`src/hw/rtl/rrst_pkg.sv`:
```
// shared types and constants for the repeat report suppression table
// used by rrst_table and repeat_report_suppression_table
`default_nettype none

package rrst_pkg;

  localparam int TABLE_ENTRIES = 24;
  localparam int IDX_W = (TABLE_ENTRIES > 1) ? $clog2(TABLE_ENTRIES) : 1;

  localparam int HASH_W = 32;
  localparam int RSSI_W = 8;
  localparam int TIME_W = 32;

  localparam int IN_DATA_W  = 72;
  localparam int OUT_DATA_W = 8;
  localparam int CFG_IDX_W  = 1;
  localparam int CFG_DATA_W = 32;

  localparam logic signed [RSSI_W-1:0] RSSI_FLOOR_RESET = -8'sd80;
  localparam logic [TIME_W-1:0] HOLD_OFF_RESET = 32'd10000;

  localparam logic [CFG_IDX_W-1:0] CFG_RSSI_FLOOR = 1'd0;
  localparam logic [CFG_IDX_W-1:0] CFG_HOLD_OFF   = 1'd1;

  typedef enum logic [1:0] {
    OUTCOME_TOO_WEAK   = 2'd0,
    OUTCOME_SUPPRESSED = 2'd1,
    OUTCOME_REFRESHED  = 2'd2,
    OUTCOME_PLACED     = 2'd3
  } outcome_t;

  typedef enum logic [1:0] {
    ST_IDLE,
    ST_SCAN,
    ST_PLACE,
    ST_EMIT
  } state_t;

  // write request into the table
  typedef struct packed {
    logic              en;
    logic [IDX_W-1:0]  idx;
    logic              key_en;
    logic [HASH_W-1:0] key;
    logic [TIME_W-1:0] stamp;
  } tbl_wr_t;

endpackage

`default_nettype wire

```
`src/hw/rtl/rrst_table.sv`:
```
// key and stamp storage, one read port at the scan index, one write port
// depends on rrst_pkg
`default_nettype none

module rrst_table (
  input  wire logic                         clk,
  input  wire logic                         rst,
  input  wire logic [rrst_pkg::IDX_W-1:0]   rd_idx,
  input  wire rrst_pkg::tbl_wr_t            wr,
  output logic      [rrst_pkg::HASH_W-1:0]  rd_key,
  output logic      [rrst_pkg::TIME_W-1:0]  rd_stamp
);

  logic [rrst_pkg::HASH_W-1:0] keys   [rrst_pkg::TABLE_ENTRIES];
  logic [rrst_pkg::TIME_W-1:0] stamps [rrst_pkg::TABLE_ENTRIES];

  always_ff @(posedge clk) begin
    if (rst) begin
      for (int i = 0; i < rrst_pkg::TABLE_ENTRIES; i++) begin
        keys[i]   <= '0;
        stamps[i] <= '0;
      end
    end else if (wr.en) begin
      stamps[wr.idx] <= wr.stamp;
      if (wr.key_en) begin
        keys[wr.idx] <= wr.key;
      end
    end
  end

  assign rd_key   = keys[rd_idx];
  assign rd_stamp = stamps[rd_idx];

endmodule

`default_nettype wire

```
`src/hw/rtl/repeat_report_suppression_table.sv`:
```
// an item below the strength floor skips the scan and goes straight to its result;
// any other item scans the table one entry a cycle, ending early on a key match,
// else going on to place the item in an empty entry or, failing that, the oldest one
// the scan of the single table read port sets the rate: one item at a time, the next
// request taken once the result is loaded into the output register
// reset clears the table to zero and loads rssi_floor -80, hold_off_ms 10000
// depends on rrst_pkg and rrst_table
`default_nettype none

module repeat_report_suppression_table (
  input  wire logic                              clk,
  input  wire logic                              rst,
  // s_tdata: device_hash[31:0], signal_strength[39:32], time_ms[71:40]
  input  wire logic                              s_tvalid,
  output logic                                   s_tready,
  input  wire logic [rrst_pkg::IN_DATA_W-1:0]    s_tdata,
  // m_tdata: forward[0], outcome[2:1], zero[7:3]
  output logic                                   m_tvalid,
  input  wire logic                              m_tready,
  output logic      [rrst_pkg::OUT_DATA_W-1:0]   m_tdata,
  input  wire logic                              cfg_valid,
  output logic                                   cfg_ready,
  input  wire logic [rrst_pkg::CFG_IDX_W-1:0]    cfg_index,
  input  wire logic [rrst_pkg::CFG_DATA_W-1:0]   cfg_data
);

  rrst_pkg::state_t state, state_next;

  logic signed [rrst_pkg::RSSI_W-1:0] rssi_floor;
  logic        [rrst_pkg::TIME_W-1:0] hold_off_ms;

  logic [rrst_pkg::HASH_W-1:0] hash_q;
  logic [rrst_pkg::TIME_W-1:0] time_q;
  logic [rrst_pkg::IDX_W-1:0]  scan_idx;
  logic                        empty_found;
  logic [rrst_pkg::IDX_W-1:0]  empty_idx;
  logic [rrst_pkg::IDX_W-1:0]  oldest_idx;
  logic [rrst_pkg::TIME_W-1:0] oldest_stamp;
  logic                        res_forward;
  rrst_pkg::outcome_t          res_outcome;

  logic [rrst_pkg::HASH_W-1:0] rd_key;
  logic [rrst_pkg::TIME_W-1:0] rd_stamp;
  rrst_pkg::tbl_wr_t           wr;

  logic signed [rrst_pkg::RSSI_W-1:0] in_rssi;
  logic                        in_weak;
  logic                        hit;
  logic [rrst_pkg::TIME_W-1:0] elapsed;
  logic                        suppress;
  logic                        last;
  logic                        out_free;
  logic [rrst_pkg::IDX_W-1:0]  place_idx;

  assign in_rssi  = s_tdata[39:32];
  assign in_weak  = in_rssi < rssi_floor;
  assign hit      = rd_key == hash_q;
  assign elapsed  = time_q - rd_stamp;
  assign suppress = elapsed < hold_off_ms;
  assign last     = scan_idx == rrst_pkg::IDX_W'(rrst_pkg::TABLE_ENTRIES - 1);
  assign out_free = !m_tvalid || m_tready;
  assign place_idx = empty_found ? empty_idx : oldest_idx;
  assign cfg_ready = 1'b1;

  rrst_table u_table (
    .clk      (clk),
    .rst      (rst),
    .rd_idx   (scan_idx),
    .wr       (wr),
    .rd_key   (rd_key),
    .rd_stamp (rd_stamp)
  );

  // next state
  always_comb begin
    state_next = state;
    unique case (state)
      rrst_pkg::ST_IDLE: begin
        if (s_tvalid) begin
          state_next = in_weak ? rrst_pkg::ST_EMIT : rrst_pkg::ST_SCAN;
        end
      end
      rrst_pkg::ST_SCAN: begin
        if (hit) begin
          state_next = rrst_pkg::ST_EMIT;
        end else if (last) begin
          state_next = rrst_pkg::ST_PLACE;
        end
      end
      rrst_pkg::ST_PLACE: state_next = rrst_pkg::ST_EMIT;
      rrst_pkg::ST_EMIT: begin
        if (out_free) begin
          state_next = rrst_pkg::ST_IDLE;
        end
      end
      default: state_next = rrst_pkg::ST_IDLE;
    endcase
  end

  // outputs of the sequencer
  always_comb begin
    s_tready  = 1'b0;
    wr.en     = 1'b0;
    wr.idx    = scan_idx;
    wr.key_en = 1'b0;
    wr.key    = hash_q;
    wr.stamp  = time_q;
    unique case (state)
      rrst_pkg::ST_IDLE:  s_tready = 1'b1;
      rrst_pkg::ST_SCAN:  wr.en = hit && !suppress;
      rrst_pkg::ST_PLACE: begin
        wr.en     = 1'b1;
        wr.key_en = 1'b1;
        wr.idx    = place_idx;
      end
      rrst_pkg::ST_EMIT:  s_tready = 1'b0;
      default:            s_tready = 1'b0;
    endcase
  end

  always_ff @(posedge clk) begin
    if (rst) begin
      state       <= rrst_pkg::ST_IDLE;
      rssi_floor  <= rrst_pkg::RSSI_FLOOR_RESET;
      hold_off_ms <= rrst_pkg::HOLD_OFF_RESET;
      m_tvalid    <= 1'b0;
    end else begin
      state <= state_next;
      if (cfg_valid) begin
        if (cfg_index == rrst_pkg::CFG_RSSI_FLOOR) begin
          rssi_floor <= cfg_data[rrst_pkg::RSSI_W-1:0];
        end else if (cfg_index == rrst_pkg::CFG_HOLD_OFF) begin
          hold_off_ms <= cfg_data[rrst_pkg::TIME_W-1:0];
        end
      end
      if (state == rrst_pkg::ST_EMIT && out_free) begin
        m_tvalid <= 1'b1;
      end else if (m_tready) begin
        m_tvalid <= 1'b0;
      end
    end
  end

  // datapath registers
  always_ff @(posedge clk) begin
    unique case (state)
      rrst_pkg::ST_IDLE: begin
        hash_q      <= s_tdata[31:0];
        time_q      <= s_tdata[71:40];
        scan_idx    <= '0;
        empty_found <= 1'b0;
        res_forward <= 1'b0;
        res_outcome <= rrst_pkg::OUTCOME_TOO_WEAK;
      end
      rrst_pkg::ST_SCAN: begin
        if (hit) begin
          res_forward <= !suppress;
          res_outcome <= suppress ? rrst_pkg::OUTCOME_SUPPRESSED
                                  : rrst_pkg::OUTCOME_REFRESHED;
        end
        if (rd_key == '0 && !empty_found) begin
          empty_found <= 1'b1;
          empty_idx   <= scan_idx;
        end
        // strict compare keeps the lowest index on ties
        if (scan_idx == '0 || rd_stamp < oldest_stamp) begin
          oldest_idx   <= scan_idx;
          oldest_stamp <= rd_stamp;
        end
        scan_idx <= scan_idx + 1'b1;
      end
      rrst_pkg::ST_PLACE: begin
        res_forward <= 1'b1;
        res_outcome <= rrst_pkg::OUTCOME_PLACED;
      end
      rrst_pkg::ST_EMIT: begin
        if (out_free) begin
          m_tdata <= {5'd0, res_outcome, res_forward};
        end
      end
      default: res_forward <= 1'b0;
    endcase
  end

endmodule

`default_nettype wire
```
`config.mk`:
```
export PLATFORM = sky130hd
export DESIGN_NAME = repeat_report_suppression_table
export DESIGN_NICKNAME = d
export VERILOG_FILES = /design/src/hw/rtl/rrst_pkg.sv /design/src/hw/rtl/rrst_table.sv /design/src/hw/rtl/repeat_report_suppression_table.sv
export SDC_FILE = /design/constraint.sdc
export NUM_CORES = 2
export LEC_CHECK = 0
export ABC_AREA = 1
export BUFFER_PORTS_ARGS = -buffer_cell sky130_fd_sc_hd__buf_2
export CELL_PAD_IN_SITES_DETAIL_PLACEMENT = 1
export CELL_PAD_IN_SITES_GLOBAL_PLACEMENT = 1
export CORE_MARGIN = 4
export CORE_UTILIZATION = 25
export CTS_CLUSTER_DIAMETER = 100
export CTS_CLUSTER_SIZE = 40
export DETAILED_ROUTE_END_ITERATION = 16
export GPL_ROUTABILITY_DRIVEN = 0
export PLACE_DENSITY_LB_ADDON = 0.1
export SLEW_MARGIN = 20
export SYNTH_ARGS = -nofsm -noshare
export SYNTH_HDL_FRONTEND = slang
export SYNTH_SLANG_ARGS = --single-unit
export TNS_END_PERCENT = 5
```
`constraint.sdc`:
```
create_clock -name clk -period 16.2 [get_ports clk]
set_input_delay 3.24 -clock clk [delete_from_list [all_inputs] [get_ports clk]]
set_output_delay 3.24 -clock clk [all_outputs]
set_load 0.05 [all_outputs]
```
---- After elaboration in Yosys (flattened, before gate mapping) ----
Memories as Yosys holds them, arrays and structs flattened. A register that Yosys moved wholly into a read port is not among the register bits.
Cells that the tools add are included.
word-level totals
  output and inout bits ................... 11
  memories kept ........................... 2
  logic and storage cells ................. 93
  bits in registers ....................... 161
  RAM bits ................................ 1,536
  input port bits ......................... 110
memories
  memory          depth  bits a word  rd ports  clocked after Yosys merged registers in  write ports  line              RTL
  u_table.keys    24     32           1         1                                        24           rrst_table.sv:14  logic [rrst_pkg::HASH_W-1:0] keys [rrst_pkg::TABLE_ENTRIES];
  u_table.stamps  24     32           1         1                                        24           rrst_table.sv:15  logic [rrst_pkg::TIME_W-1:0] stamps [rrst_pkg::TABLE_ENTRIES];
operators by class
  equality and inequality tests ........... 10
  bitwise operators ....................... 1
  reduce and logical (&&, ||, !) cells .... 24
  $add $sub $neg .......................... 2
  mux-type cells .......................... 37
  $lt $le $gt $ge ......................... 3
operator list
  kind                                                            count
  32-bit < comparator                                             2
  32-bit two-way mux                                              2
  32-bit OR reduction                                             2
  32-bit == test                                                  1
  32-bit zero test                                                1
  32-bit subtractor                                               1
  5-bit two-way mux                                               5
  1-bit two-way mux                                               16
  2-bit two-way mux                                               7
  2-bit AND reduction                                             7
  5-bit one-hot mux with 2 select lines                           1
  8-bit < comparator                                              1
  2-bit inequality test (second input constant)                   4
  2-bit one-hot mux with 4 select lines                           1
  6-bit two-way mux                                               1
  2-bit one-hot mux with 3 select lines                           1
  5-bit by 1-bit adder with 5-bit output (second input constant)  1
  5-bit == test (second input constant)                           1
  5-bit zero test                                                 1
  2-bit == test (second input constant)                           2
  1-bit one-hot mux with 2 select lines                           2
  2-bit nonzero test                                              2
  1-bit logical AND                                               3
  1-bit zero test                                                 3
  8 further kinds                                                 9

---- Depth between registers and ports, before layout ----
  depth in word-level cells ............... 10
  depth in mapped cells ................... 43
  depth with buffers taken out ............ 37

---- By module ----
Synthesis repeated with hierarchy kept, for this count alone.
second synthesis, totals
  cell total of the unflattened synthesis .. 9,876
  area, all modules ....................... 99,395.3 sq um
modules (own cells, without submodules)
  module                           cells each  times used  seq. area each (sq um)  area an instance (sq um)
  rrst_table                       8,705       1           61,499.0                89,482.1
  repeat_report_suppression_table  1,171       1           4,344.2                 9,913.3

---- Least setup slack after synthesis ----
No wires, ideal clock.
  path type ............................... register to register
  start ................................... register (tool-made name)
  end ..................................... memory u_table.stamps[26][0] in the netlist's numbering (enable)
  library setup time ...................... 0.461 ns
  arrival time ............................ 8.663 ns
  slack ................................... 7.077 ns
  cell stages (with the launch flop) ...... 37
  path through ............................ dfxtp_1 -> buf_4 -> inv_4 -> buf_2 -> buf_4 -> buf_2 -> buf_2 -> clkbuf_1 -> clkbuf_1 -> nor2_1 -> o22ai_1 -> nor2_1 -> o221ai_1 -> o21ai_0 -> ha_1 -> nand3_1 -> nand2_1 -> a21oi_1 -> o21ai_0 -> a21boi_0 -> o21ai_0 -> a21boi_0 -> o21ai_0 -> nand2_1 -> nand2_1 -> xor2_1 -> ha_1 -> nand2_1 -> nor3_1 -> nor4b_1 -> nand2_1 -> nand2_1 -> nand2_1 -> a21oi_1 -> buf_2 -> nand3_1 -> nor3_1
RTL lines
  element        line
  end, declared  rrst_table.sv:15

==> flow_summary.ini <==
[clock_tree]
path_clk_slew_ps = 110
postCtsSetupRepairBufs = 0
cts.repair.resized = 0
cts_sinks = 2212
ctsLongestPathBuffers = 4
numCtsBuffers = 125
root_buffer = clkbuf_16
cts_tree = yes
cts.htree.levels = 3
clk_latency_ps = 950
holdBufCountCts = 0

[global_routing]
grt_pass1_vias = 70620
grt_max_degree = 196
overflow = 0
antenna_found_initial = 26
grt_usage_pct = 19.35
grt_pass1_wl_mm = 561.9

[power]
switchingPower_mw = 8.427
peakVddDrop_mv = 0.1032
p_comb_share_pct = 39.9
cellPowerDensity_nw_per_um2 = 171.6
p_leak_nw = 39.17
internal-power_mw = 10.12
share_seq_of_total_power_pct = 38.8
pwr-share-clk_pct = 21.3
swShare_pct = 45.44

[synthesis]
syn_area_sq_um = 98050
synthFlopType = edfxtp_1
synthTopCellsByArea = edfxtp_1, nor2_1, nand2_1
synthDistinctLibCells = 48
syn_inst = 9301
async_reset_ff_share_pct = 0
synth.avg_cell_area_sq_um = 10.54
synth_top_area_share_pct = 66.28
yosysSeqAreaShare_pct = 67.26
synth_area_leader_cell = edfxtp_1
synth-edff-count = 2164
ys_ff_latch = 2212
yosysWarnings = 0

[route]
route.detailed.drc = 0
routed_via_density = 4.871
via_count = 69520
wirelength_mm = 398.9
wire_per_inst_microns = 27.95
antenna_left = 0
drt-pass1-iter-count = 6
drt_iter0_markers = 5324

[status]
status = completed

[timing]
slew_violations = 0
worstMarginPinSlew_ps = 1215
skew_ps = 75.67
rsz0062_at_grt = no
period_share_pct = 70.68
max_freq_mhz = 87.33
period_needed_ps = 11450
timing_hold_violations_final = 0
fin_setup_tns_ps = 0
setup_viol = 0
slew_headroom_pct = 18.97

[die]
ios = 121
num_rows = 229
die_h_microns = 634.2
die_x_microns = 634.2
start_util_pct = 25.14
dieArea_sq_um = 402300
core_sq_um = 390000

[cells_and_area]
fin_cells = 14270
area_delta_synth_final_pct = 10.22
fin_nets = 9182
layout_common_cells = nor2_1, edfxtp_1, nand2_1
regArea_sq_um = 65960
fill_cells = 43430
final_common_cell = nor2_1
multi_input_area_sq_um = 28170
drive_gt1_share_pct = 7.282
final_core_util_pct = 27.71

[run]
drv_cap = 0

[worst_setup_path]
endpoint_kind = register
path_max_fanout = 195
crit_top_cell = nand2_1
required_ps = 16750
setup.worst_path.start_class = register
arrival_ps = 12000
crit_family = compound AO/OA/AOI/OAI gates
critPathKind = register to register
cpPeakStageDelay_ps = 1050
crit_path_top_delay_cell = nand2_2
crit_buf_inv = 4

[placed_design]
post-dp-hpwl_mm = 239.8
io_buffers = 114
dp_cells = 14030

[hold_path]
min_path_type = register to register
==> final timing paths <==
kind                       start                    end  slack (ps)  depth (start not counted)
setup / recovery        register  u_table.stamps[0][25]        4750                         31
hold / removal    res_outcome[0]             m_tdata[1]         470                          0
setup reg to reg        register  u_table.stamps[0][25]        4750                         31
hold reg to reg   res_outcome[0]             m_tdata[1]         470                          0
==> per-layer routing <==
layer	vias up	global-route usage [%]	part of all wire [%]
li1	31440	-	-
met1	36690	26.56	46
met2	1090	33.23	49
met3	289	1.280	2.6
met4	2	4.678	2.6
met5	-	0	0.0033
==> sequential cells by signal, indices dropped and copies added, names as in the netlist, 8 cells and up, named ones only <==
register,flops
hold_off_ms,32
time_q,32
rssi_floor,8
hash_q,32
oldest_stamp,32
u_table.stamps,1024
u_table.keys,1024
==> area by class of cell <==
cell class	instances	area share [%]
Sequential cell	2212	61.04
Multi-Input combinational cell	6097	26.07
Tap cell	5197	6.017
Clock buffer	132	2.948
Timing Repair Buffer	275	1.797
Clock inverter	96	1.183
Inverter	252	0.9227
Antenna cell	12	0.02779
==> cell usage after synthesis, types with 3 or more instances <==
cell type,number
o221ai_1,53
o21ai_0,695
buf_4,61
edfxtp_1,2164
nor3_1,26
dfxtp_1,48
nand2_1,1477
o22ai_1,237
clkbuf_1,455
buf_6,6
nand4_4,19
a211oi_1,4
buf_1,36
or2_2,5
buf_2,184
o211ai_1,31
nor4_1,3
clkinv_1,38
xor2_1,23
nor2_1,2217
a21boi_0,3
xnor2_1,8
nand3_1,1018
inv_1,211
ha_1,108
a21o_1,5
a21oi_1,107
a31oi_1,15
nand4_1,17
o21bai_1,5
==> metrics by stage <==
| step | cell area [sq um] | hold WS, ps | worst slack, ps | total power [mW] |
|---|---|---|---|---|
| final | 108100 | 467.2 | 4750 | 18.55 |
| after global routing | 108100 | 487.2 | 4239 | 19.59 |
| after CTS | 108000 | 469.8 | 4885 | 18.92 |
| after detailed placement | 103600 | 439.4 | 4956 | 14.93 |
| after global placement | 103500 | 453.4 | 4994 | 14.88 |
| after floorplan | 98060 | 400.3 | 7077 | 11.26 |
==> power groups by stage <==
stage / clock, mW / combinational [mW] / sequential (mW)
after floorplan: 0 / 4.16 / 7.09
after global placement: 0 / 7.54 / 7.34
after detailed placement: 0 / 7.59 / 7.34
after CTS: 4.08 / 7.62 / 7.22
after global routing: 4.27 / 8.08 / 7.25
final: 3.95 / 7.40 / 7.20
==> logic make-up after synthesis <==
family	Yosys count	share of synthesized area [%]
other	2	0.007660
AO/OA/AOI/OAI	1164	6.621
XOR/XNOR	31	0.2769
AND/OR/NAND/NOR	4787	20.08
flip-flops	2212	67.26
adder cells (fa/ha/maj)	109	1.399
buffers and inverters	996	4.361
No activity file was read; power rests on OpenSTA's default activity.
